## src/design/kms_pkg.sv

```systemverilog
// Keypad matrix scanner package: geometry, widths and shared types.
// Used by the keypad scanner modules other than kms_ram; depends on nothing.
package kms_pkg;

    localparam int NUM_COLUMNS = 3;
    localparam int NUM_ROWS    = 4;
    localparam int QUEUE_DEPTH = 64;

    localparam int COL_W    = $clog2(NUM_COLUMNS);
    localparam int KEY_W    = 4;
    localparam int SETTLE_W = 16;
    localparam int EVT_W    = KEY_W + 1;
    localparam int PTR_W    = $clog2(QUEUE_DEPTH);
    localparam int CNT_W    = $clog2(QUEUE_DEPTH + 1);
    localparam int OFF_W    = $clog2(NUM_ROWS + 1);

    localparam int BANK_BITS  = $clog2(NUM_ROWS);
    localparam int NUM_BANKS  = 1 << BANK_BITS;
    localparam int BANK_DEPTH = QUEUE_DEPTH / NUM_BANKS;
    localparam int BANK_AW    = $clog2(BANK_DEPTH);

    localparam logic [SETTLE_W-1:0] SETTLE_RESET = SETTLE_W'(120);

    localparam int CFG_IDX_W = 2;
    localparam logic [CFG_IDX_W-1:0] CFG_SCAN_ENABLE  = 2'd0;
    localparam logic [CFG_IDX_W-1:0] CFG_SETTLE_TICKS = 2'd1;

    localparam logic FUNC_TICK = 1'b0;
    localparam logic FUNC_POP  = 1'b1;

    typedef struct packed {
        logic                take;
        logic [COL_W-1:0]    col;
        logic [NUM_ROWS-1:0] changed;
        logic [NUM_ROWS-1:0] levels;
    } t_sample;

endpackage

```

## src/design/kms_ram.sv

```systemverilog
// Generic single-write, single-read RAM with registered read data.
// No dependencies.
module kms_ram #(
    parameter int WIDTH = 8,
    parameter int DEPTH = 16
) (
    input  logic                     i_clk,
    input  logic                     i_we,
    input  logic [$clog2(DEPTH)-1:0] i_waddr,
    input  logic [WIDTH-1:0]         i_wdata,
    input  logic                     i_re,
    input  logic [$clog2(DEPTH)-1:0] i_raddr,
    output logic [WIDTH-1:0]         o_rdata
);

    logic [WIDTH-1:0] r_mem [DEPTH];
    logic [WIDTH-1:0] r_rdata;

    always_ff @(posedge i_clk) begin
        if (i_we) begin
            r_mem[i_waddr] <= i_wdata;
        end
        if (i_re) begin
            r_rdata <= r_mem[i_raddr];
        end
    end

    assign o_rdata = r_rdata;

endmodule

```

## src/design/kms_scan.sv

```systemverilog
// Column scan sequencer and stored key levels; emits the changed-row sample.
// Depends on kms_pkg.
module kms_scan (
    input  logic                            i_clk,
    input  logic                            i_rst_n,
    input  logic                            i_tick,
    input  logic [kms_pkg::NUM_ROWS-1:0]    i_rows,
    input  logic                            i_scan_enable,
    input  logic [kms_pkg::SETTLE_W-1:0]    i_settle_ticks,
    output kms_pkg::t_sample                o_sample,
    output logic [kms_pkg::NUM_COLUMNS-1:0] o_drive
);

    logic [kms_pkg::COL_W-1:0]    r_col,   n_col;
    logic                         r_phase, n_phase;
    logic [kms_pkg::SETTLE_W-1:0] r_count, n_count;
    logic [kms_pkg::NUM_ROWS-1:0] r_levels [kms_pkg::NUM_COLUMNS];

    logic [kms_pkg::SETTLE_W-1:0] limit;
    logic [kms_pkg::SETTLE_W:0]   count_inc;
    logic [kms_pkg::COL_W:0]      col_inc;
    logic                         phase_end;
    logic                         take;

    always_comb begin
        limit     = (i_settle_ticks == '0) ? kms_pkg::SETTLE_W'(1) : i_settle_ticks;
        count_inc = {1'b0, r_count} + 1'b1;
        col_inc   = {1'b0, r_col} + 1'b1;
        phase_end = (count_inc >= {1'b0, limit});
        take      = i_tick && i_scan_enable && phase_end && !r_phase;

        n_col   = r_col;
        n_phase = r_phase;
        n_count = r_count;
        if (i_tick) begin
            if (!i_scan_enable) begin
                n_col   = '0;
                n_phase = 1'b0;
                n_count = '0;
            end else if (phase_end) begin
                n_count = '0;
                if (!r_phase) begin
                    n_phase = 1'b1;
                end else begin
                    n_phase = 1'b0;
                    n_col   = (col_inc >= (kms_pkg::COL_W+1)'(kms_pkg::NUM_COLUMNS)) ?
                              '0 : col_inc[kms_pkg::COL_W-1:0];
                end
            end else begin
                n_count = count_inc[kms_pkg::SETTLE_W-1:0];
            end
        end
    end

    always_ff @(posedge i_clk) begin
        if (!i_rst_n) begin
            r_col   <= '0;
            r_phase <= 1'b0;
            r_count <= '0;
            for (int c = 0; c < kms_pkg::NUM_COLUMNS; c++) begin
                r_levels[c] <= '0;
            end
        end else begin
            r_col   <= n_col;
            r_phase <= n_phase;
            r_count <= n_count;
            if (take) begin
                r_levels[r_col] <= i_rows;
            end
        end
    end

    always_comb begin
        o_sample.take    = take;
        o_sample.col     = r_col;
        o_sample.levels  = i_rows;
        o_sample.changed = take ? (i_rows ^ r_levels[r_col]) : '0;
    end

    assign o_drive = (i_scan_enable && !r_phase) ?
                     (kms_pkg::NUM_COLUMNS'(1) << r_col) : '0;

endmodule

```

## src/design/kms_queue.sv

```systemverilog
// Banked event FIFO: up to NUM_ROWS pushes per item, one pop, sticky overflow.
// Depends on kms_pkg and kms_ram.
module kms_queue (
    input  logic                         i_clk,
    input  logic                         i_rst_n,
    input  kms_pkg::t_sample             i_sample,
    input  logic                         i_pop,
    output logic [kms_pkg::CNT_W-1:0]    o_count,
    output logic                         o_overflow,
    output logic [kms_pkg::KEY_W-1:0]    o_key,
    output logic                         o_level
);

    localparam int NB = kms_pkg::NUM_BANKS;
    localparam int NR = kms_pkg::NUM_ROWS;

    logic [kms_pkg::PTR_W-1:0]     r_head, r_tail, n_head, n_tail;
    logic [kms_pkg::CNT_W-1:0]     r_count, n_count;
    logic                          r_overflow;
    logic [kms_pkg::BANK_BITS-1:0] r_rd_bank;

    logic [kms_pkg::OFF_W-1:0]     off [NR];
    logic [NR-1:0]                 acc;
    logic [kms_pkg::PTR_W-1:0]     slot [NR];
    logic [kms_pkg::PTR_W:0]       slot_sum [NR];
    logic [kms_pkg::CNT_W-1:0]     free_cnt;
    logic [kms_pkg::OFF_W-1:0]     npush;
    logic                          drop;
    logic [kms_pkg::PTR_W:0]       tail_sum, head_sum;
    logic [kms_pkg::KEY_W-1:0]     row_key [NR];

    logic [NB-1:0]                 we;
    logic [kms_pkg::BANK_AW-1:0]   waddr [NB];
    logic [kms_pkg::EVT_W-1:0]     wdata [NB];
    logic [NB-1:0]                 re;
    logic [kms_pkg::EVT_W-1:0]     rdata [NB];

    always_comb begin
        free_cnt = kms_pkg::CNT_W'(kms_pkg::QUEUE_DEPTH) - r_count;
        npush    = '0;
        drop     = 1'b0;
        for (int r = 0; r < NR; r++) begin
            off[r]      = npush;
            acc[r]      = i_sample.changed[r] &&
                          (kms_pkg::CNT_W'(npush) < free_cnt);
            drop        = drop || (i_sample.changed[r] && !acc[r]);
            npush       = npush + kms_pkg::OFF_W'(acc[r]);
            slot_sum[r] = {1'b0, r_tail} + (kms_pkg::PTR_W+1)'(off[r]);
            slot[r]     = (slot_sum[r] >= (kms_pkg::PTR_W+1)'(kms_pkg::QUEUE_DEPTH)) ?
                          kms_pkg::PTR_W'(slot_sum[r] -
                                          (kms_pkg::PTR_W+1)'(kms_pkg::QUEUE_DEPTH)) :
                          slot_sum[r][kms_pkg::PTR_W-1:0];
            row_key[r]  = kms_pkg::KEY_W'(int'(i_sample.col) * NR + r);
        end

        for (int b = 0; b < NB; b++) begin
            we[b]    = 1'b0;
            waddr[b] = '0;
            wdata[b] = '0;
            for (int r = 0; r < NR; r++) begin
                if (acc[r] && (slot[r][kms_pkg::BANK_BITS-1:0] ==
                               kms_pkg::BANK_BITS'(b))) begin
                    we[b]    = 1'b1;
                    waddr[b] = slot[r][kms_pkg::PTR_W-1:kms_pkg::BANK_BITS];
                    wdata[b] = {row_key[r], i_sample.levels[r]};
                end
            end
            re[b] = i_pop && (r_head[kms_pkg::BANK_BITS-1:0] == kms_pkg::BANK_BITS'(b));
        end

        tail_sum = {1'b0, r_tail} + (kms_pkg::PTR_W+1)'(npush);
        n_tail   = (tail_sum >= (kms_pkg::PTR_W+1)'(kms_pkg::QUEUE_DEPTH)) ?
                   kms_pkg::PTR_W'(tail_sum - (kms_pkg::PTR_W+1)'(kms_pkg::QUEUE_DEPTH)) :
                   tail_sum[kms_pkg::PTR_W-1:0];
        head_sum = {1'b0, r_head} + 1'b1;
        n_head   = r_head;
        if (i_pop) begin
            n_head = (head_sum >= (kms_pkg::PTR_W+1)'(kms_pkg::QUEUE_DEPTH)) ?
                     '0 : head_sum[kms_pkg::PTR_W-1:0];
        end
        n_count = r_count + kms_pkg::CNT_W'(npush) - kms_pkg::CNT_W'(i_pop);
    end

    for (genvar b = 0; b < NB; b++) begin : g_bank
        kms_ram #(
            .WIDTH (kms_pkg::EVT_W),
            .DEPTH (kms_pkg::BANK_DEPTH)
        ) u_ram (
            .i_clk   (i_clk),
            .i_we    (we[b]),
            .i_waddr (waddr[b]),
            .i_wdata (wdata[b]),
            .i_re    (re[b]),
            .i_raddr (r_head[kms_pkg::PTR_W-1:kms_pkg::BANK_BITS]),
            .o_rdata (rdata[b])
        );
    end

    always_ff @(posedge i_clk) begin
        if (!i_rst_n) begin
            r_head     <= '0;
            r_tail     <= '0;
            r_count    <= '0;
            r_overflow <= 1'b0;
            r_rd_bank  <= '0;
        end else begin
            r_head  <= n_head;
            r_tail  <= n_tail;
            r_count <= n_count;
            if (drop) begin
                r_overflow <= 1'b1;
            end
            if (i_pop) begin
                r_rd_bank <= r_head[kms_pkg::BANK_BITS-1:0];
            end
        end
    end

    assign o_count    = r_count;
    assign o_overflow = r_overflow;
    assign o_key      = rdata[r_rd_bank][kms_pkg::EVT_W-1:1];
    assign o_level    = rdata[r_rd_bank][0];

endmodule

```

## src/design/keypad_matrix_scanner.sv

```systemverilog
// Keypad matrix scanner top: stream ports, configuration registers, result stage.
// Depends on kms_pkg, kms_scan, kms_queue (and kms_ram through kms_queue).
//
//  channel   | direction | accept when                   | payload
//  ----------+-----------+-------------------------------+---------------------------
//  s_axis    | in        | s_axis_tvalid & s_axis_tready | tuser: func, tdata: rows
//  m_axis    | out       | m_axis_tvalid & m_axis_tready | tdata: result fields
//  cfg       | in        | i_cfg_valid & o_cfg_ready     | i_cfg_index, i_cfg_data
//
// One item per clock; the result is shown the cycle after acceptance, held
// in the state and RAM read registers. Input ready drops only while a result
// waits and m_axis_tready is low. Synchronous active-low reset clears scan
// state, key levels and queue pointers; no clearing pass.
module keypad_matrix_scanner (
    input  logic        i_clk,
    input  logic        i_rst_n,
    input  logic        s_axis_tvalid,
    output logic        s_axis_tready,
    input  logic [7:0]  s_axis_tdata,   // [3:0] row_levels, [7:4] zero
    input  logic        s_axis_tuser,   // [0] func
    output logic        m_axis_tvalid,
    input  logic        m_axis_tready,
    output logic [23:0] m_axis_tdata,   // [2:0] column_drive, [3] event_valid,
                                        // [7:4] key_index, [8] key_level,
                                        // [15:9] queue_count, [16] overflow, rest 0
    input  logic        i_cfg_valid,
    output logic        o_cfg_ready,
    input  logic [kms_pkg::CFG_IDX_W-1:0] i_cfg_index,
    input  logic [31:0] i_cfg_data
);

    logic                         r_scan_enable;
    logic [kms_pkg::SETTLE_W-1:0] r_settle_ticks;
    logic                         r_out_valid;
    logic                         r_evt_valid;

    logic                            in_accept;
    logic                            tick;
    logic                            pop;
    kms_pkg::t_sample                sample;
    logic [kms_pkg::NUM_COLUMNS-1:0] drive;
    logic [kms_pkg::CNT_W-1:0]       count;
    logic                            overflow;
    logic [kms_pkg::KEY_W-1:0]       key;
    logic                            level;

    assign o_cfg_ready   = 1'b1;
    assign s_axis_tready = !r_out_valid || m_axis_tready;
    assign in_accept     = s_axis_tvalid && s_axis_tready;
    assign tick          = in_accept && (s_axis_tuser == kms_pkg::FUNC_TICK);
    assign pop           = in_accept && (s_axis_tuser == kms_pkg::FUNC_POP) && (count != '0);

    always_ff @(posedge i_clk) begin
        if (!i_rst_n) begin
            r_scan_enable  <= 1'b0;
            r_settle_ticks <= kms_pkg::SETTLE_RESET;
            r_out_valid    <= 1'b0;
            r_evt_valid    <= 1'b0;
        end else begin
            if (i_cfg_valid && o_cfg_ready) begin
                case (i_cfg_index)
                    kms_pkg::CFG_SCAN_ENABLE:  r_scan_enable  <= i_cfg_data[0];
                    kms_pkg::CFG_SETTLE_TICKS: r_settle_ticks <= i_cfg_data[kms_pkg::SETTLE_W-1:0];
                    default: ;
                endcase
            end
            if (in_accept) begin
                r_out_valid <= 1'b1;
                r_evt_valid <= pop;
            end else if (m_axis_tready) begin
                r_out_valid <= 1'b0;
            end
        end
    end

    kms_scan u_scan (
        .i_clk          (i_clk),
        .i_rst_n        (i_rst_n),
        .i_tick         (tick),
        .i_rows         (s_axis_tdata[kms_pkg::NUM_ROWS-1:0]),
        .i_scan_enable  (r_scan_enable),
        .i_settle_ticks (r_settle_ticks),
        .o_sample       (sample),
        .o_drive        (drive)
    );

    kms_queue u_queue (
        .i_clk      (i_clk),
        .i_rst_n    (i_rst_n),
        .i_sample   (sample),
        .i_pop      (pop),
        .o_count    (count),
        .o_overflow (overflow),
        .o_key      (key),
        .o_level    (level)
    );

    assign m_axis_tvalid = r_out_valid;
    assign m_axis_tdata  = {7'd0,
                            overflow,
                            count,
                            r_evt_valid ? level : 1'b0,
                            r_evt_valid ? key : {kms_pkg::KEY_W{1'b0}},
                            r_evt_valid,
                            drive};

`ifndef NO_ASSERTIONS
    a_count_bound: assert property (@(posedge i_clk) disable iff (!i_rst_n)
        count <= kms_pkg::CNT_W'(kms_pkg::QUEUE_DEPTH))
        else $error("queue count above depth");

    a_pop_decrements: assert property (@(posedge i_clk) disable iff (!i_rst_n)
        pop |=> (count == $past(count) - 1'b1))
        else $error("pop did not decrement count");

    a_overflow_sticky: assert property (@(posedge i_clk) disable iff (!i_rst_n)
        overflow |=> overflow)
        else $error("overflow flag cleared");

    a_drive_onehot: assert property (@(posedge i_clk) disable iff (!i_rst_n)
        $onehot0(drive) && (!r_scan_enable -> drive == '0))
        else $error("bad column drive");
`endif

endmodule

```

## config.mk

```make
export PLATFORM = sky130hd
export DESIGN_NAME = keypad_matrix_scanner
export DESIGN_NICKNAME = d
export VERILOG_FILES = /design/src/design/kms_pkg.sv /design/src/design/kms_ram.sv /design/src/design/kms_scan.sv /design/src/design/kms_queue.sv /design/src/design/keypad_matrix_scanner.sv
export SDC_FILE = /design/constraint.sdc
export NUM_CORES = 1
export LEC_CHECK = 0
export ABC_AREA = 1
export BUFFER_PORTS_ARGS = -buffer_cell sky130_fd_sc_hd__clkbuf_2
export CORE_MARGIN = 2
export CORE_UTILIZATION = 69
export CTS_BUF_LIST = sky130_fd_sc_hd__clkbuf_8
export CTS_CLUSTER_DIAMETER = 40
export CTS_CLUSTER_SIZE = 14
export DETAILED_ROUTE_END_ITERATION = 12
export PLACE_DENSITY = 0.86
export REMOVE_ABC_BUFFERS = 1
export SYNTH_ARGS = -nofsm -noshare
export SYNTH_HDL_FRONTEND = slang
export SYNTH_SLANG_ARGS = --single-unit
export TNS_END_PERCENT = 10
```

## constraint.sdc

```tcl
create_clock -name i_clk -period 12 [get_ports i_clk]
set_clock_uncertainty 0.1 [all_clocks]
set_input_delay 1.8 -clock i_clk [delete_from_list [all_inputs] [get_ports i_clk]]
set_output_delay 1.8 -clock i_clk [all_outputs]
set_load 0.02 [all_outputs]
```

# == Word level (Yosys, flattened, before mapping) ==
# Memory sizes are Yosys's and may differ from the RTL's. A register that Yosys moved wholly into a read port is not among the register bits.
# Index checks and enable logic that the tools add are counted.
# totals
register_bits,60
ramBits,332
memories,5
# mem_list
memory,words,width,read_ports,rd_clocked_by_memory_dff,write_ports,line_no,text
u_queue.g_bank[0].u_ram.r_mem,16,5,1,1,1,kms_ram.sv:16,logic [WIDTH-1:0] r_mem [DEPTH];
u_queue.g_bank[1].u_ram.r_mem,16,5,1,1,1,kms_ram.sv:16,
u_queue.g_bank[2].u_ram.r_mem,16,5,1,1,1,kms_ram.sv:16,
u_queue.g_bank[3].u_ram.r_mem,16,5,1,1,1,kms_ram.sv:16,
u_scan.r_levels,3,4,1,1,3,kms_scan.sv:17,logic [kms_pkg::NUM_ROWS-1:0] r_levels [kms_pkg::NUM_COLUMNS];
# classes
bitwise,3
mux,90
addsub,21
magnitude_cmp,13
n_shift,1
n_reduce_logical,60
eq_ne,18
# op_table
operator,n
2-to-1 mux 5 bit,18
2-to-1 mux 4 bit,19
2-to-1 mux 16 bit,3
logical AND 1 bit,36
2-to-1 mux 6 bit,6
">= comparator 7 bit, second input constant",5
2-to-1 mux 1 bit,35
"subtractor 6 x 1 -> 6 bit, second input constant",5
"equality test 2 bit, second input constant",10
"adder 16 x 1 -> 17 bit, second input constant",1
>= comparator 17 x 16 -> 1 bit,1
zero test 16 bit,1
adder 6 x 3 -> 7 bit,2
less-than comparator 3 x 7 -> 1 bit,2
2-to-1 mux 2 bit,7
"equality test 2 x 1 -> 1 bit, second input constant",6
zero test 2 bit,6
binary-select mux 5 bit (select 2 bit),1
"adder 4 x 2 -> 4 bit, second input constant",2
adder 6 x 1 -> 7 bit,1
"adder 6 x 1 -> 7 bit, second input constant",1
adder 6 x 2 -> 7 bit,1
adder 7 x 3 -> 7 bit,1
">= comparator 6 x 7 -> 1 bit, second input constant",1
23 further kinds,35

# == Longest topological paths before layout ==
# Gate-level depths: netlist of run 1.
# logic_depth
ltp_word,23
depth_mapped,50
ltp_nobuf,50

# == Hierarchy ==
# A second synthesis of run 1 with hierarchy kept.
# unflattened
hier_cells,2463
hier_area_um2,21958.6
# by_module_without_submodules
module,instances,area_each_um2,cells_per_inst,seq_area_each_um2
kms_ram,4,3741.1,355,2552.4
kms_queue,1,3507.1,589,440.4
kms_scan,1,2618.8,330,900.9
keypad_matrix_scanner,1,868.3,124,380.4

# == Least setup slack after synthesis of run 1 ==
# OpenSTA, ideal clock, no wires.
# synth_path
path_kind,input -> register
start,input m_axis_tready
end,register u_queue.r_count (netlist bit u_queue.o_count[5])
required_ns,11.830
path_stages,38
setup_slack_ns,4.794
arrival_ns,7.036
setup_ns,0.070
n_path_buf,0
path_cell_list,inv_1 -> nand2_2 -> nand2_2 -> nor2_4 -> inv_2 -> nor2_4 -> nand2_4 -> nor2_2 -> inv_1 -> nor2_4 -> ha_1 -> o22ai_1 -> a21oi_1 -> a21oi_1 -> nor3_1 -> nor2_2 -> fa_1 -> ha_1 -> [2 not listed] -> nor2_4 -> ha_1 -> ha_1 -> xor2_1 -> ha_1 -> inv_1 -> ha_1 -> a21oi_1 -> inv_1 -> a31oi_1 -> inv_1 -> nand2_1 -> inv_1 -> nor2_1 -> nor2_1 -> nor2_1 -> o21ai_0 -> a21oi_1
# synth_between
elab_chain_len,19
elab_cells_between_ends,21
cone_classes,add/sub (5); order compare (3); mux (1); reduce/logical (12)
# synth_lines
item,line_no,text
start: declaration,keypad_matrix_scanner.sv:22,"input logic m_axis_tready,"
logical OR 1 bit *,keypad_matrix_scanner.sv:48,assign s_axis_tready = !r_out_valid || m_axis_tready;
named net s_axis_tready,keypad_matrix_scanner.sv:18,"output logic s_axis_tready,"
logical AND 1 bit *,keypad_matrix_scanner.sv:49,assign in_accept = s_axis_tvalid && s_axis_tready;
logical AND 1 bit,keypad_matrix_scanner.sv:50,assign tick = in_accept && (s_axis_tuser == kms_pkg::FUNC_TICK);
logical AND 1 bit (3 in a row),kms_scan.sv:30,take = i_tick && i_scan_enable && phase_end && !r_phase;
2-to-1 mux 4 bit,kms_scan.sv:77,o_sample.changed = take ? (i_rows ^ r_levels[r_col]) : '0;
logical AND 1 bit,kms_queue.sv:44,acc[r] = i_sample.changed[r] &&
less-than comparator 1 x 7 -> 1 bit,kms_queue.sv:45,(kms_pkg::CNT_W'(npush) < free_cnt);
[2 not listed],n/a,
less-than comparator 3 x 7 -> 1 bit,kms_queue.sv:45,
logical AND 1 bit,kms_queue.sv:44,
adder 3 x 1 -> 3 bit,kms_queue.sv:47,npush = npush + kms_pkg::OFF_W'(acc[r]);
less-than comparator 3 x 7 -> 1 bit,kms_queue.sv:45,
logical AND 1 bit,kms_queue.sv:44,
adder 3 x 1 -> 3 bit,kms_queue.sv:47,
adder 7 x 3 -> 7 bit,kms_queue.sv:81,n_count = r_count + kms_pkg::CNT_W'(npush) - kms_pkg::CNT_W'(i_pop);
subtractor 7 x 1 -> 7 bit *,kms_queue.sv:81,
end signal: assignment,kms_queue.sv:109,r_count <= n_count;
end: declaration,kms_queue.sv:18,"logic [kms_pkg::CNT_W-1:0] r_count, n_count;"
# Mark *: on every way through the listed nets, which the timed path passes. The rest lies on a longest branch.
# A chain may end at the register's enable or synchronous reset.

# == Final worst setup path of run 1 ==
# layout_path
start,register u_scan.r_count[0] (netlist bit)
end,memory u_queue.g_bank[0].u_ram.r_mem[0][2] (netlist bit) (enable)
# layout_between
elab_chain_len,20
elab_cells_between_ends,43
cone_classes,add/sub (9); order compare (7); mux (14); reduce/logical (13)
# layout_lines
item,line_no,text
start: declaration,kms_scan.sv:16,"logic [kms_pkg::SETTLE_W-1:0] r_count, n_count;"
start signal: assignment,kms_scan.sv:66,r_count <= n_count;
adder 16 x 1 -> 17 bit *,kms_scan.sv:27,"count_inc = {1'b0, r_count} + 1'b1;"
>= comparator 17 x 16 -> 1 bit *,kms_scan.sv:29,"phase_end = (count_inc >= {1'b0, limit});"
logical AND 1 bit * (2 in a row),kms_scan.sv:30,
2-to-1 mux 4 bit *,kms_scan.sv:77,
logical AND 1 bit,kms_queue.sv:44,
less-than comparator 1 x 7 -> 1 bit,kms_queue.sv:45,
logical AND 1 bit,kms_queue.sv:44,
adder 1 x 1 -> 2 bit,kms_queue.sv:47,
[3 not listed],n/a,
adder 6 x 3 -> 7 bit,kms_queue.sv:48,"slot_sum[r] = {1'b0, r_tail} + (kms_pkg::PTR_W+1)'(off[r]);"
subtractor 6 x 1 -> 6 bit / >= comparator 7 bit (equally long branches),"kms_queue.sv:50, kms_queue.sv:49",
2-to-1 mux 6 bit,kms_queue.sv:49,slot[r] = (slot_sum[r] >= (kms_pkg::PTR_W+1)'(kms_pkg::QUEUE_DEPTH)) ?
zero test 2 bit,kms_queue.sv:61,if (acc[r] && (slot[r][kms_pkg::BANK_BITS-1:0] ==
logical AND 1 bit,kms_queue.sv:61,
2-to-1 mux 1 bit,kms_queue.sv:61,
2-to-1 mux 1 bit,kms_ram.sv:20,if (i_we) begin
2-to-1 mux 1 bit (not written as such),kms_ram.sv:21,r_mem[i_waddr] <= i_wdata;
end: declaration,kms_ram.sv:16,
# Mark *: on every way between the ends. The rest lies on a longest branch, timed or not.

==> results, run 1 <==
- In this run the worst path has a maximum fanout of 17.
- Measured against its own limit, the worst slew margin works out to 0.01315.
- The number of hold-repair buffers added at the cts stage is 0.
- OpenSTA, run right after detailed placement, puts the worst setup slack at 3586 ps.
- The max-slew violation total from the final report is 0.
- The worst-case setup margin in the final layout is 3391 ps.
- The number of global-route vias before repair is 14243.
- The total of cells resized after clock tree synthesis is 0.
- The most used flip-flop cell after synthesis is edfxtp_1.
- The die covers 0.02996 mm².
- STA classifies the critical path endpoint as a flip-flop.
- The setup total negative slack is 0 ps.
- The largest net degree at the start of global routing is 84.
- The unique cell type count in the Yosys netlist is 49.
- The dominant cell by count in the synthesized netlist is edfxtp_1.
- The via count of the routed design is 14653.
- Of the total synthesized cell area, the portion taken by XOR and XNOR cells is 0.01421.
- The average vias per placed instance is 6.080.
- The clock reaches the later pin of the worst-skew pair after 600 ps.
- The minimum period implied by the final worst setup slack is 8609 ps.
- Summing every instance area after synthesis gives 0.01973 mm².
- The initial antenna violation count came to 1.
- CTS built an H-tree with a depth of 2.
- The peak-usage layer in the global routing report is met2.
- The library cell occupying the most area in the post-synthesis netlist is edfxtp_1.
- On the critical path, the stage with the largest delay is an instance of fa_1.
- Sorting the synthesized cells by how often they occur yields edfxtp_1 (356), nor2_1 (326), nand2_1 (319), o21ai_0 (211), inv_1 (162).
- The share of total power dissipated in the clock network is 0.338.
- Buffers added to address setup during post-CTS repair amount to 0.
- In the global route stage, met3 resource usage came out at 0.04354.
- The proportion of power drawn by flip-flops and latches is 0.573.
- The fraction of layout instances using a drive strength above 1 is 0.08173.
- The switching component of the power is 0.0007187 W.
- The number of CTS-inserted buffers is 45.
- The async set-or-reset flop fraction in the synthesized netlist is 0.
- The floorplan step defined a core boundary enclosing 0.02793 mm².
- The count of nets left with antenna violations once routing finished came out at 0.
- The type of the worst setup path is reg2reg.
- For this design the ratio of total power to cell area is 132.7 mW/mm².
- The I/O pin count is 75.
- The post-CTS clock slew at the launch and capture registers of the worst setup and hold paths is 80 ps.
- Counting stages on the worst path, the most repeated cell is nand2_1.
- Of the post-synthesis cell area, the part taken by muxes is 0.
- The number of storage elements in the synthesis netlist is 418.
- Of the total power, the share spent switching nets is 0.2578.
- Relative to the synthesized area, the layout overhead comes to 6.476%.
- Max-cap violations in this run came to 0.
- The met2 routing resource usage after global routing is 0.5080.
- The data arrival at the endpoint of the critical path is 8750 ps.
- Row generation in the floorplan step produced 61 rows.
- The number of buffer cells added on primary ports is 46.
- The top achievable clock speed is 116.2 MHz.
- The flow ran to the end, and the final reports show no timing, DRC or antenna violations.
- The logic gate share of total power is 0.089.
- The cell-internal power is 0.002069 W.
- The fraction of post-synthesis cell area in the top cell type by area is 0.5420.
- The die outline height is 173.1 µm.
- The post-route clock period utilization is 0.7174.
- The number of instances in the synthesized netlist is 1988.
- TritonCTS built the clock tree.
- In the global route stage, overall resource usage came out at 0.3068.
- The root buffer selected by CTS is clkbuf_8.
- Wires add up to 46.25 mm.
- STA classifies the critical path startpoint as a flip-flop.
- The count of endpoints failing hold in the final timing report came to 0.
- The met1 track utilization from global routing is 0.4224.
- The actual slew at the worst max-slew pin is 1480 ps.
- The share of the synthesized area in compound gates (AO/OA/AOI/OAI) is 0.1154.
- The estimated wirelength of the detail-placed design is 30.88 mm.
- The area share of fa/ha/maj cells after synthesis is 0.03514.
- The deepest clock path buffer count is 3.
- In the final routed layout, each cell accounts on average for 19.19 µm.
- In this run the static leakage power is 8.379 nW.
- The clock net in this run drives a total of 418 sinks.
- The mean post-synth cell area is 9.922 µm².
- Routability-driven placement finished with a final weighted congestion of 0.9483.
- For this block, the initial DRC count from the detailed router was 1892.
- The final net count is 2097.
- The global-route wire length before repair is 72.97 mm.
- Yosys attributes the largest share of cell area to edfxtp_1 (54%), dfxtp_1 (6.3%), nor2_1 (6.2%), nand2_1 (6.1%), o21ai_0 (5.4%).
- Setup repair after global routing left no endpoint under its margin.
- The horizontal extent of the die is 173.1 µm.
- The portion of the post-synthesis area used by sequential elements is 0.6049.
- Setup violations remaining at the end of the flow were counted as 0.
- The peak supply drop is 0.1398 mV.
- Of the total synthesized cell area, the portion taken by AND, OR, NAND and NOR gates is 0.1756.
- The total congestion overflow is 0.
- The combinational family with the most area after synthesis is simple AND/OR/NAND/NOR gates.
- The worst stage delay on the critical path is 680 ps.
- The count of yosys warnings during synthesis is 0.
- The number of enable-type register cells in the synthesized netlist is 356.
- The number of detailed-route iterations in the first pass is 7.
- The residual DRC count is 0.
- The path class of the tightest hold or removal check is reg2reg.
- The critical path data required time is 12140 ps.
- The initial cell density of the core is 0.7061.
## cells in the final DEF (no fill, tap or decap), drive strengths merged
cell	instances
nand3	111
xor2	30
inv	188
clkbuf	93
nor4	5
buf	7
o21a	2
edfxtp	356
a211oi	13
or2	2
clkinvlp	4
o211ai	17
ha	49
fa	4
o21ai	214
xnor2	2
clkinv	15
nor2	340
dfxtp	62
nand2	330
diode	1
nand4	10
o311a	1
a41o	1
nor3	21
o22ai	58
o2111ai	1
conb	8
a31oi	3
a32oi	1
bufinv	1
a21oi	48
o21bai	1
a2bb2oi	1
o221ai	32
## stage by stage
step / utilization / hold WS, ps / area [µm²] / total power [W] / cells
floorplan: - / 346.6 / 19320 / 0.001807 / 1896
global placement: 0.7191 / 363.9 / 20090 / 0.001863 / 2327
detailed placement: 0.7191 / 373.9 / 20090 / 0.001874 / 2327
CTS: 0.7518 / 384.6 / 21000 / 0.002785 / 2409
global route: 0.7518 / 401.9 / 21000 / 0.002888 / 2409
finish: 0.7519 / 379.7 / 21000 / 0.002788 / 2410
## power by group through the flow
| stage | registers (W) | logic, W | clock network [W] |
|---|---|---|---|
| 6_report | 0.00160 | 0.000247 | 0.000942 |
| 5_1_grt | 0.00160 | 0.000286 | 0.00100 |
| 4_1_cts | 0.00160 | 0.000246 | 0.000941 |
| 3_5_place_dp | 0.00163 | 0.000243 | 0 |
| 3_3_place_gp | 0.00163 | 0.000233 | 0 |
| 2_1_floorplan | 0.00164 | 0.000171 | 0 |
## state kept, by name (all words and copies together), names as in the netlist, 6 cells and up, named ones only
name,count
u_queue.r_head,6
u_queue.o_count,7
u_scan.r_levels,16
u_queue.r_tail,6
u_queue.g_bank.u_ram.o_rdata,20
r_settle_ticks,16
u_scan.r_count,16
u_queue.g_bank.u_ram.r_mem,320
## final timing paths
kind,from,to,slack (ps),cells past startpoint
setup reg to reg,u_scan.r_count[0],u_queue.g_bank[0].u_ram.r_mem[0][2],3390,32
setup / recovery,u_scan.r_count[0],u_queue.g_bank[0].u_ram.r_mem[0][2],3390,32
hold reg to reg,r_settle_ticks[2],r_settle_ticks[2],380,2
hold / removal,r_settle_ticks[2],r_settle_ticks[2],380,2
## area by class of cell
cell class / count / area, µm²
antenna: 1 / 2.502
clock buffer: 47 / 646.9
clock inverter: 35 / 266.5
fill: 1944 / 6932
inverter: 173 / 651.9
multi-input combinational: 1305 / 6743
sequential: 418 / 11940
tap: 378 / 473.0
timing repair buffer: 53 / 282.8
## routing by layer
| metal | vias to the layer above | wire, µm |
|---|---|---|
| met5 | - | 0 |
| met1 | 6862 | 18620 |
| met3 | 122 | 3991 |
| met2 | 765 | 22210 |
| li1 | 6904 | - |
| met4 | 0 | 1429 |
## worst max-delay path: cells and delay by family, from the launching register on
kind	cells	cell delay [ps]
compound gates	3	310
xor+xnor	1	130
fa+ha+maj	5	2040
buf+inv	3	280
flops	1	420
simple gates	20	4940
## cell families after synthesis
kind of cell    count (synthesis)
other cells                     2
buf+inv                       271
flops                         418
fa+ha+maj                      53
simple gates                  819
xor+xnor                       32
compound gates                393
Note: power is estimated with default switching activity, not from simulation.
==> run 2, diff against run 1 <==
CORE_UTILIZATION = 64   (was 69)
PLACE_DENSITY = 0.8   (was 0.86)
clock period = 8.7 ns   (was 12 ns; I/O delays follow)
==> run 2 against run 1 <==
  * Global-route usage decreased by 1.9 points
  * Worst setup slack got worse by 2600 ps
  * Register-to-register slack got worse by 2600 ps
  * Wire length increased by 1.5%
  * Sequential power increased by 38%
  * Fmax increased by 8.3%
  * Cell count increased by 0.66%
  * Combinational power increased by 36%
  * Design area increased by 0.55%
  * Utilization decreased by 5.8 points
==> results, run 2 (synthesis gave the netlist of run 1 again) <==
- The class of the most critical hold timing path is reg2reg.
- In the final design database the tool counted 2099 nets.
- The count of buffers added on input and output ports is 46.
- The library cell used most frequently in the layout, excluding fill and tap cells, is edfxtp_1.
- The synthesis-to-layout area growth is 7.066%.
- The average wire per cell in the routed design is 19.36 µm.
- Ranked by flip-flop count, first place goes to u_queue.g_bank.u_ram.r_mem.
- The die footprint is 0.03224 mm².
- The critical path data required time is 9110 ps.
- The power density relative to cell area is 186.2 mW/mm².
- STA classifies the critical path endpoint as a flip-flop.
- The total congestion overflow is 0.
- The average vias per placed instance is 6.022.
- In this run, CTS created clock tree buffers numbering 46.
- The clock passes through at most 3 buffers.
- The flow ran to the end, and the final reports show no timing, DRC or antenna violations.
- The die outline height is 179.6 µm.
- The area of the core is 0.03043 mm².
- The root buffer selected by CTS is clkbuf_8.
- The post-route antenna net violation count is 0.
- The routed design could run at a clock period as short as 7946 ps.
- Entering global routing, the biggest net connects 84 pins.
- The initial utilization of the core area, before any placement, comes to 0.6482.
- STA classifies the critical path startpoint as a flip-flop.
- The count of endpoints failing hold in the final timing report is 0.
- The first-iteration detailed-routing DRC count is 1778.
- Dividing the final minimum period by the clock period gives 0.9134.
- The worst setup path is of the reg2reg kind.
- The horizontal extent of the die is 179.6 µm.
- The library cells used most frequently in the layout, excluding fill and tap cells, are edfxtp_1 (356), nor2_1 (326), nand2_1 (319), o21ai_0 (211), inv_1 (165).
- Setup repair after global routing left no endpoint under its margin.
- The number of inserted filler cells in the final layout is 2233.
- The number of maximum-capacitance constraint violations is 0.
- The number of detailed-route iterations in the first pass is 6.
- For this design, the CTS-stage hold fixing added 0 buffers.
- Based on the critical path, the design can be clocked at up to 125.8 MHz.
- The I/O pin count is 75.
- The CTS tree is done.
- The initial antenna violation count is 0.
- The first global-routing pass estimated 73.63 mm of wire.
- Hold timing on the final database bottoms out at a slack of 385.8 ps.
- The clock latency reported for the late side of the worst-skew pair is 600 ps.
- The final weighted congestion in routability-driven placement is 1.035.
- For this run, the slowest stage of the critical path takes 460 ps.
- The headroom to the max-slew limit is 0.1518.
- The final setup violation count is 0.
- After detailed routing, the number of remaining DRC violations is 0.
- The clock net sink count is 418.
- The number of global-route vias before repair is 14007.
- Clock-pin slew was measured on the worst setup and hold paths at 80 ps.
- The most numerous cell type found on the critical path is inv_1.
- The estimated wirelength of the detail-placed design is 31.05 mm.
- Among all stages on the critical path, the largest delay is contributed by fa_1.
- The analysis attributes to cell leakage a power of 8.411 nW.
- The fraction of layout instances using a drive strength above 1 is 0.08571.
- The biggest fanout along the worst timing path is 12.
- STA puts the critical path data arrival time at 8360 ps.
- At the pin with the least slew margin, the transition time is 1267 ps.
- The overall fraction of global-route tracks in use is 0.2875.
- The repair_antennas step left the layout with diodes totalling 0.
- After floorplanning, the core was divided into 64 placement rows.
- The flip-flop count of the largest register, all copies and words added is 320.
- The peak supply drop is 0.2122 mV.
- The via count of the routed design is 14609.
- The routed wire length is 46.96 mm.
- In this run the number of H-tree levels came out at 2.
- The setup total negative slack is 0 ps.
- The max-slew violation total from the final report was 0.
run 2: changes by cell type in the layout (fill, tap and decap cells not counted), sizes merged:
| cell | before | now |
|---|---|---|
| inv | 188 | 181 |
| bufinv | 1 | 4 |
| buf | 7 | 8 |
| clkbuf | 93 | 94 |
| clkinv | 15 | 16 |
| diode | 1 | 0 |
run 2: critical path, delay by kind of cell (launching register included):
kind | cells | cell delay (ps)
flip-flops | 1 | 420
adder cells (fa/ha/maj) | 8 | 2330
AND/OR/NAND/NOR | 21 | 2790
XOR/XNOR | 2 | 390
AO/OA/AOI/OAI | 9 | 1240
buffers and inverters | 8 | 590
run 2: area by class of cell:
type / count / area, µm² / share of cell area
timing repair buffer: 54 / 290.3 / 0.01374
inverter: 173 / 651.9 / 0.03087
tap: 396 / 495.5 / 0.02346
multi-input combinational: 1305 / 6768 / 0.3205
sequential: 418 / 11940 / 0.5652
clock inverter: 32 / 316.6 / 0.01499
clock buffer: 48 / 660.6 / 0.03128
run 2: worst paths after layout:
check	start	to	slack, ps	depth (start not counted)
worst max-delay path	u_scan.r_count[0]	u_queue.o_count[5]	750	48
worst min-delay path	r_settle_ticks[1]	r_settle_ticks[1]	390	2
worst max register to register	u_scan.r_count[0]	u_queue.o_count[5]	750	48
worst min register to register	r_settle_ticks[1]	r_settle_ticks[1]	390	2
run 2: routing by layer:
layer / track usage / share of wire / vias up
met4: 0.1028 / 0.032 / 0
li1: - / - / 6899
met3: 0.04153 / 0.084 / 117
met2: 0.4642 / 0.47 / 682
met5: 0 / 0 / -
met1: 0.4032 / 0.42 / 6911
run 2: power breakdown:
group	leakage [nW]	internal (W)	total (W)	switching (W)
Clock	0.504	0.000658	0.00139	0.000733
Sequential	3.92	0.00217	0.00221	0.0000332
Combinational	3.98	0.000115	0.000336	0.000221
run 2: stage by stage:
stage	setup WS [ps]	total power, W	instances	util	area [µm²]
after floorplan	1748	0.002492	1896	-	19320
after global placement	745.5	0.002568	2346	0.6611	20120
after detailed placement	543.8	0.002582	2346	0.6611	20120
after CTS	472.2	0.003939	2426	0.6932	21090
after global routing	40.59	0.004079	2426	0.6940	21120
final	753.7	0.003933	2426	0.6940	21120
run 2: timing repair:
action	in CTS	in global routing
resized for setup	0	4
setup endpoints to repair	0	4
buffers inserted	0	0
==> run 3, diff against run 2 <==
REMOVE_ABC_BUFFERS = not set   (was 1)
==> run 3 against run 2 <==
  * Register-to-register slack gained 90 ps
  * Utilization is essentially flat
  * Non-clock buffer count up 7
  * Combinational power grew 2%
  * Cell count increased by 0.45%
  * Wire length is 4.0% lower
  * Count of clock-buffer cells in the layout fell by 2
  * Flip-flop and latch count did not move
  * Critical path type unchanged
  * Highest routed layer unchanged
==> results, run 3 (synthesis gave the netlist of run 1 again) <==
- The max-slew violation total from the final report came to 0.
- The first global-routing pass estimated 71.11 mm of wire.
- The routed wire length is 45.10 mm.
- Routability-driven placement finished with a final weighted congestion of 0.9523.
- The fraction of layout instances using a drive strength above 1 is 0.08721.
- The clock latency reported for the late side of the worst-skew pair is 590 ps.
- The count of cells in the finished layout, fillers not included, comes to 2437.
- The number of CTS-inserted buffers is 46.
- The number of global-route vias before repair was 13926.
- The average vias per placed instance is 5.934.
- The final setup violation count is 0.
- The deepest clock path buffer count is 3.
- Once detailed placement completed, the half-perimeter wirelength came to 30.00 mm.
- The initial antenna violation count is 0.
- The multi-input logic area is 0.006749 mm².
- The I/O pin count is 75.
- The count of endpoints failing hold in the final timing report came to 0.
- For this configuration, the core starts out at a cell density of 0.6482.
- The level count of the clock H-tree is 2.
- The biggest fanout along the worst timing path is 6.
- The core region is 0.03043 mm².
- The cell count after placement is 2350.
- The kind of launch point of the worst setup path is a flip-flop.
- The setup total negative slack is 0 ps.
- The routed design could run at a clock period as short as 7857 ps.
- The endpoint type of the worst setup path is a flip-flop.
- In this run the tool buffered the top-level ports with 46 buffer cells.
- Compared with the post-synthesis result, the final layout area differs by 6.996%.
- The top achievable clock speed is 127.3 MHz.
- The tree built by TritonCTS fans out to 418 sinks.
- After filler insertion, the fill cell instance count of the layout stands at 2285.
- The total congestion overflow is 0.
- The die footprint is 0.03224 mm².
- For this run, the slowest stage of the critical path takes 470 ps.
- Setup repair after global routing left no endpoint under its margin.
- The leakage power summed over all cells is 8.415 nW.
- The horizontal extent of the die is 179.6 µm.
- 0 antenna diodes ended up in the layout.
- The flow ran to the end, and the final reports show no timing, DRC or antenna violations.
- The peak supply drop is 0.1839 mV.
- The flip-flop count of the largest register, all copies and words added is 320.
- The residual DRC count is 0.
- Dividing total power by cell area gives a power density of 182.8 mW/mm².
- The root buffer selected by CTS is clkbuf_8.
- In this run the critical register-to-register path is launched from u_scan.r_count[0].
- The most frequent standard cell in the layout excluding fill and tap cells is edfxtp_1.
- In the final design database the tool counted 2106 nets.
- The slack of the worst reg-to-reg path is 840 ps.
- In the layout the commonest cells are edfxtp_1 (356), nor2_1 (326), nand2_1 (319), o21ai_0 (211), inv_1 (166).
- The post-route clock period utilization is 0.9032.
- The final route contains 14462 vias.
- The class of the most critical hold timing path is reg2reg.
- TritonCTS built the clock tree.
- The post-route antenna net violation count is 0.
- After clock tree synthesis, the clock-pin slew on the worst setup and hold paths is 70 ps.
- The average wire per cell in the routed design is 18.50 µm.
- The final hold slack is 382.5 ps.
- Max-cap violations in this run came to 0.
- The number of detailed-route iterations in the first pass is 6.
- On the critical path, the stage with the largest delay is an instance of fa_1.
- Measured along the y axis, the die boundary spans 179.6 µm.
- The sequential cells in the finished layout cover a total of 0.01194 mm².
- The critical path starts at u_scan.r_count[0].
- The worst flop-to-flop path endpoint is u_queue.o_count[5].
- The first-iteration detailed-routing DRC count is 1518.
- The register ranked first by flip-flop count is u_queue.g_bank.u_ram.r_mem.
- The number of core rows is 64.
- The critical path data required time is 9100 ps.
- For the worst setup path, the data arrival time is 8260 ps.
- Entering global routing, the biggest net connects 84 pins.
- The end point of the critical path is u_queue.o_count[5].
- Measured against its own limit, the worst slew margin works out to 0.2782.
- The most frequent cell on the critical path is ha_1.
- The overall fraction of global-route tracks in use is 0.2758.
- The cell depth of the worst flop-to-flop path is 43.
- For the pin with the worst max-slew slack, the measured transition is 1078 ps.
- By startpoint and endpoint, the worst setup path is classified as reg2reg.
[run 3: worst max-delay path: cells and delay by family (launching register included)]
kind                       cells  cell delay [ps]
AOI/OAI and AO/OA              9             1200
xor gates and xnor gates       2              390
adders and majority gates      8             2320
buffers and inverters          5              330
DFF                            1              390
and+or+nand+nor               19             3030
[run 3: worst min-delay path by stage]
stage	from	endpoint	slack [ps]	depth (start not counted)
after floorplan	u_queue.o_overflow	u_queue.o_overflow	340	2
after global placement	r_settle_ticks[1]	r_settle_ticks[1]	370	2
after detailed placement	r_settle_ticks[14]	r_settle_ticks[14]	380	2
after CTS	r_settle_ticks[14]	r_settle_ticks[14]	390	2
after global routing	r_settle_ticks[10]	r_settle_ticks[10]	410	2
final	r_settle_ticks[1]	r_settle_ticks[1]	380	2
[run 3: cell type report]
cell class | count | share of cell area
clock buffers | 46 | 0.03000
clock inverters | 38 | 0.01405
inverters | 173 | 0.03089
multi-input cells | 1305 | 0.3198
flip-flops and latches | 418 | 0.5656
well taps | 396 | 0.02348
repair buffers | 61 | 0.01624
[run 3: metal layers]
metal / routed length [µm] / global-route usage / vias up
met2: 22010 / 0.4662 / 615
met4: 1330 / 0.09691 / 0
li1: - / - / 6922
met1: 18160 / 0.3703 / 6823
met3: 3596 / 0.03687 / 102
met5: 0 / 0 / -
[run 3: repair_timing]
item / 4_1_cts / 5_1_grt
gates resized for setup: 0 / 1
setup buffers: 0 / 2
hold buffers: 0 / 0
setup endpoints to repair: 0 / 7
[run 3: metrics by stage]
step                      instance area (µm²)    util  setup WS, ps  total power (W)
after detailed placement                20150  0.6621         601.0         0.002590
after CTS                               21080  0.6926         512.3         0.003869
after global routing                    21110  0.6936         121.7         0.004006
after floorplan                         19750       -          1739         0.002500
after global placement                  20150  0.6621         788.4         0.002573
final                                   21110  0.6936         842.5         0.003857
[run 3: power breakdown]
group	switching [W]	internal, W
registers	0.0000332	0.00217
clock network	0.000722	0.000587
logic	0.000226	0.000116
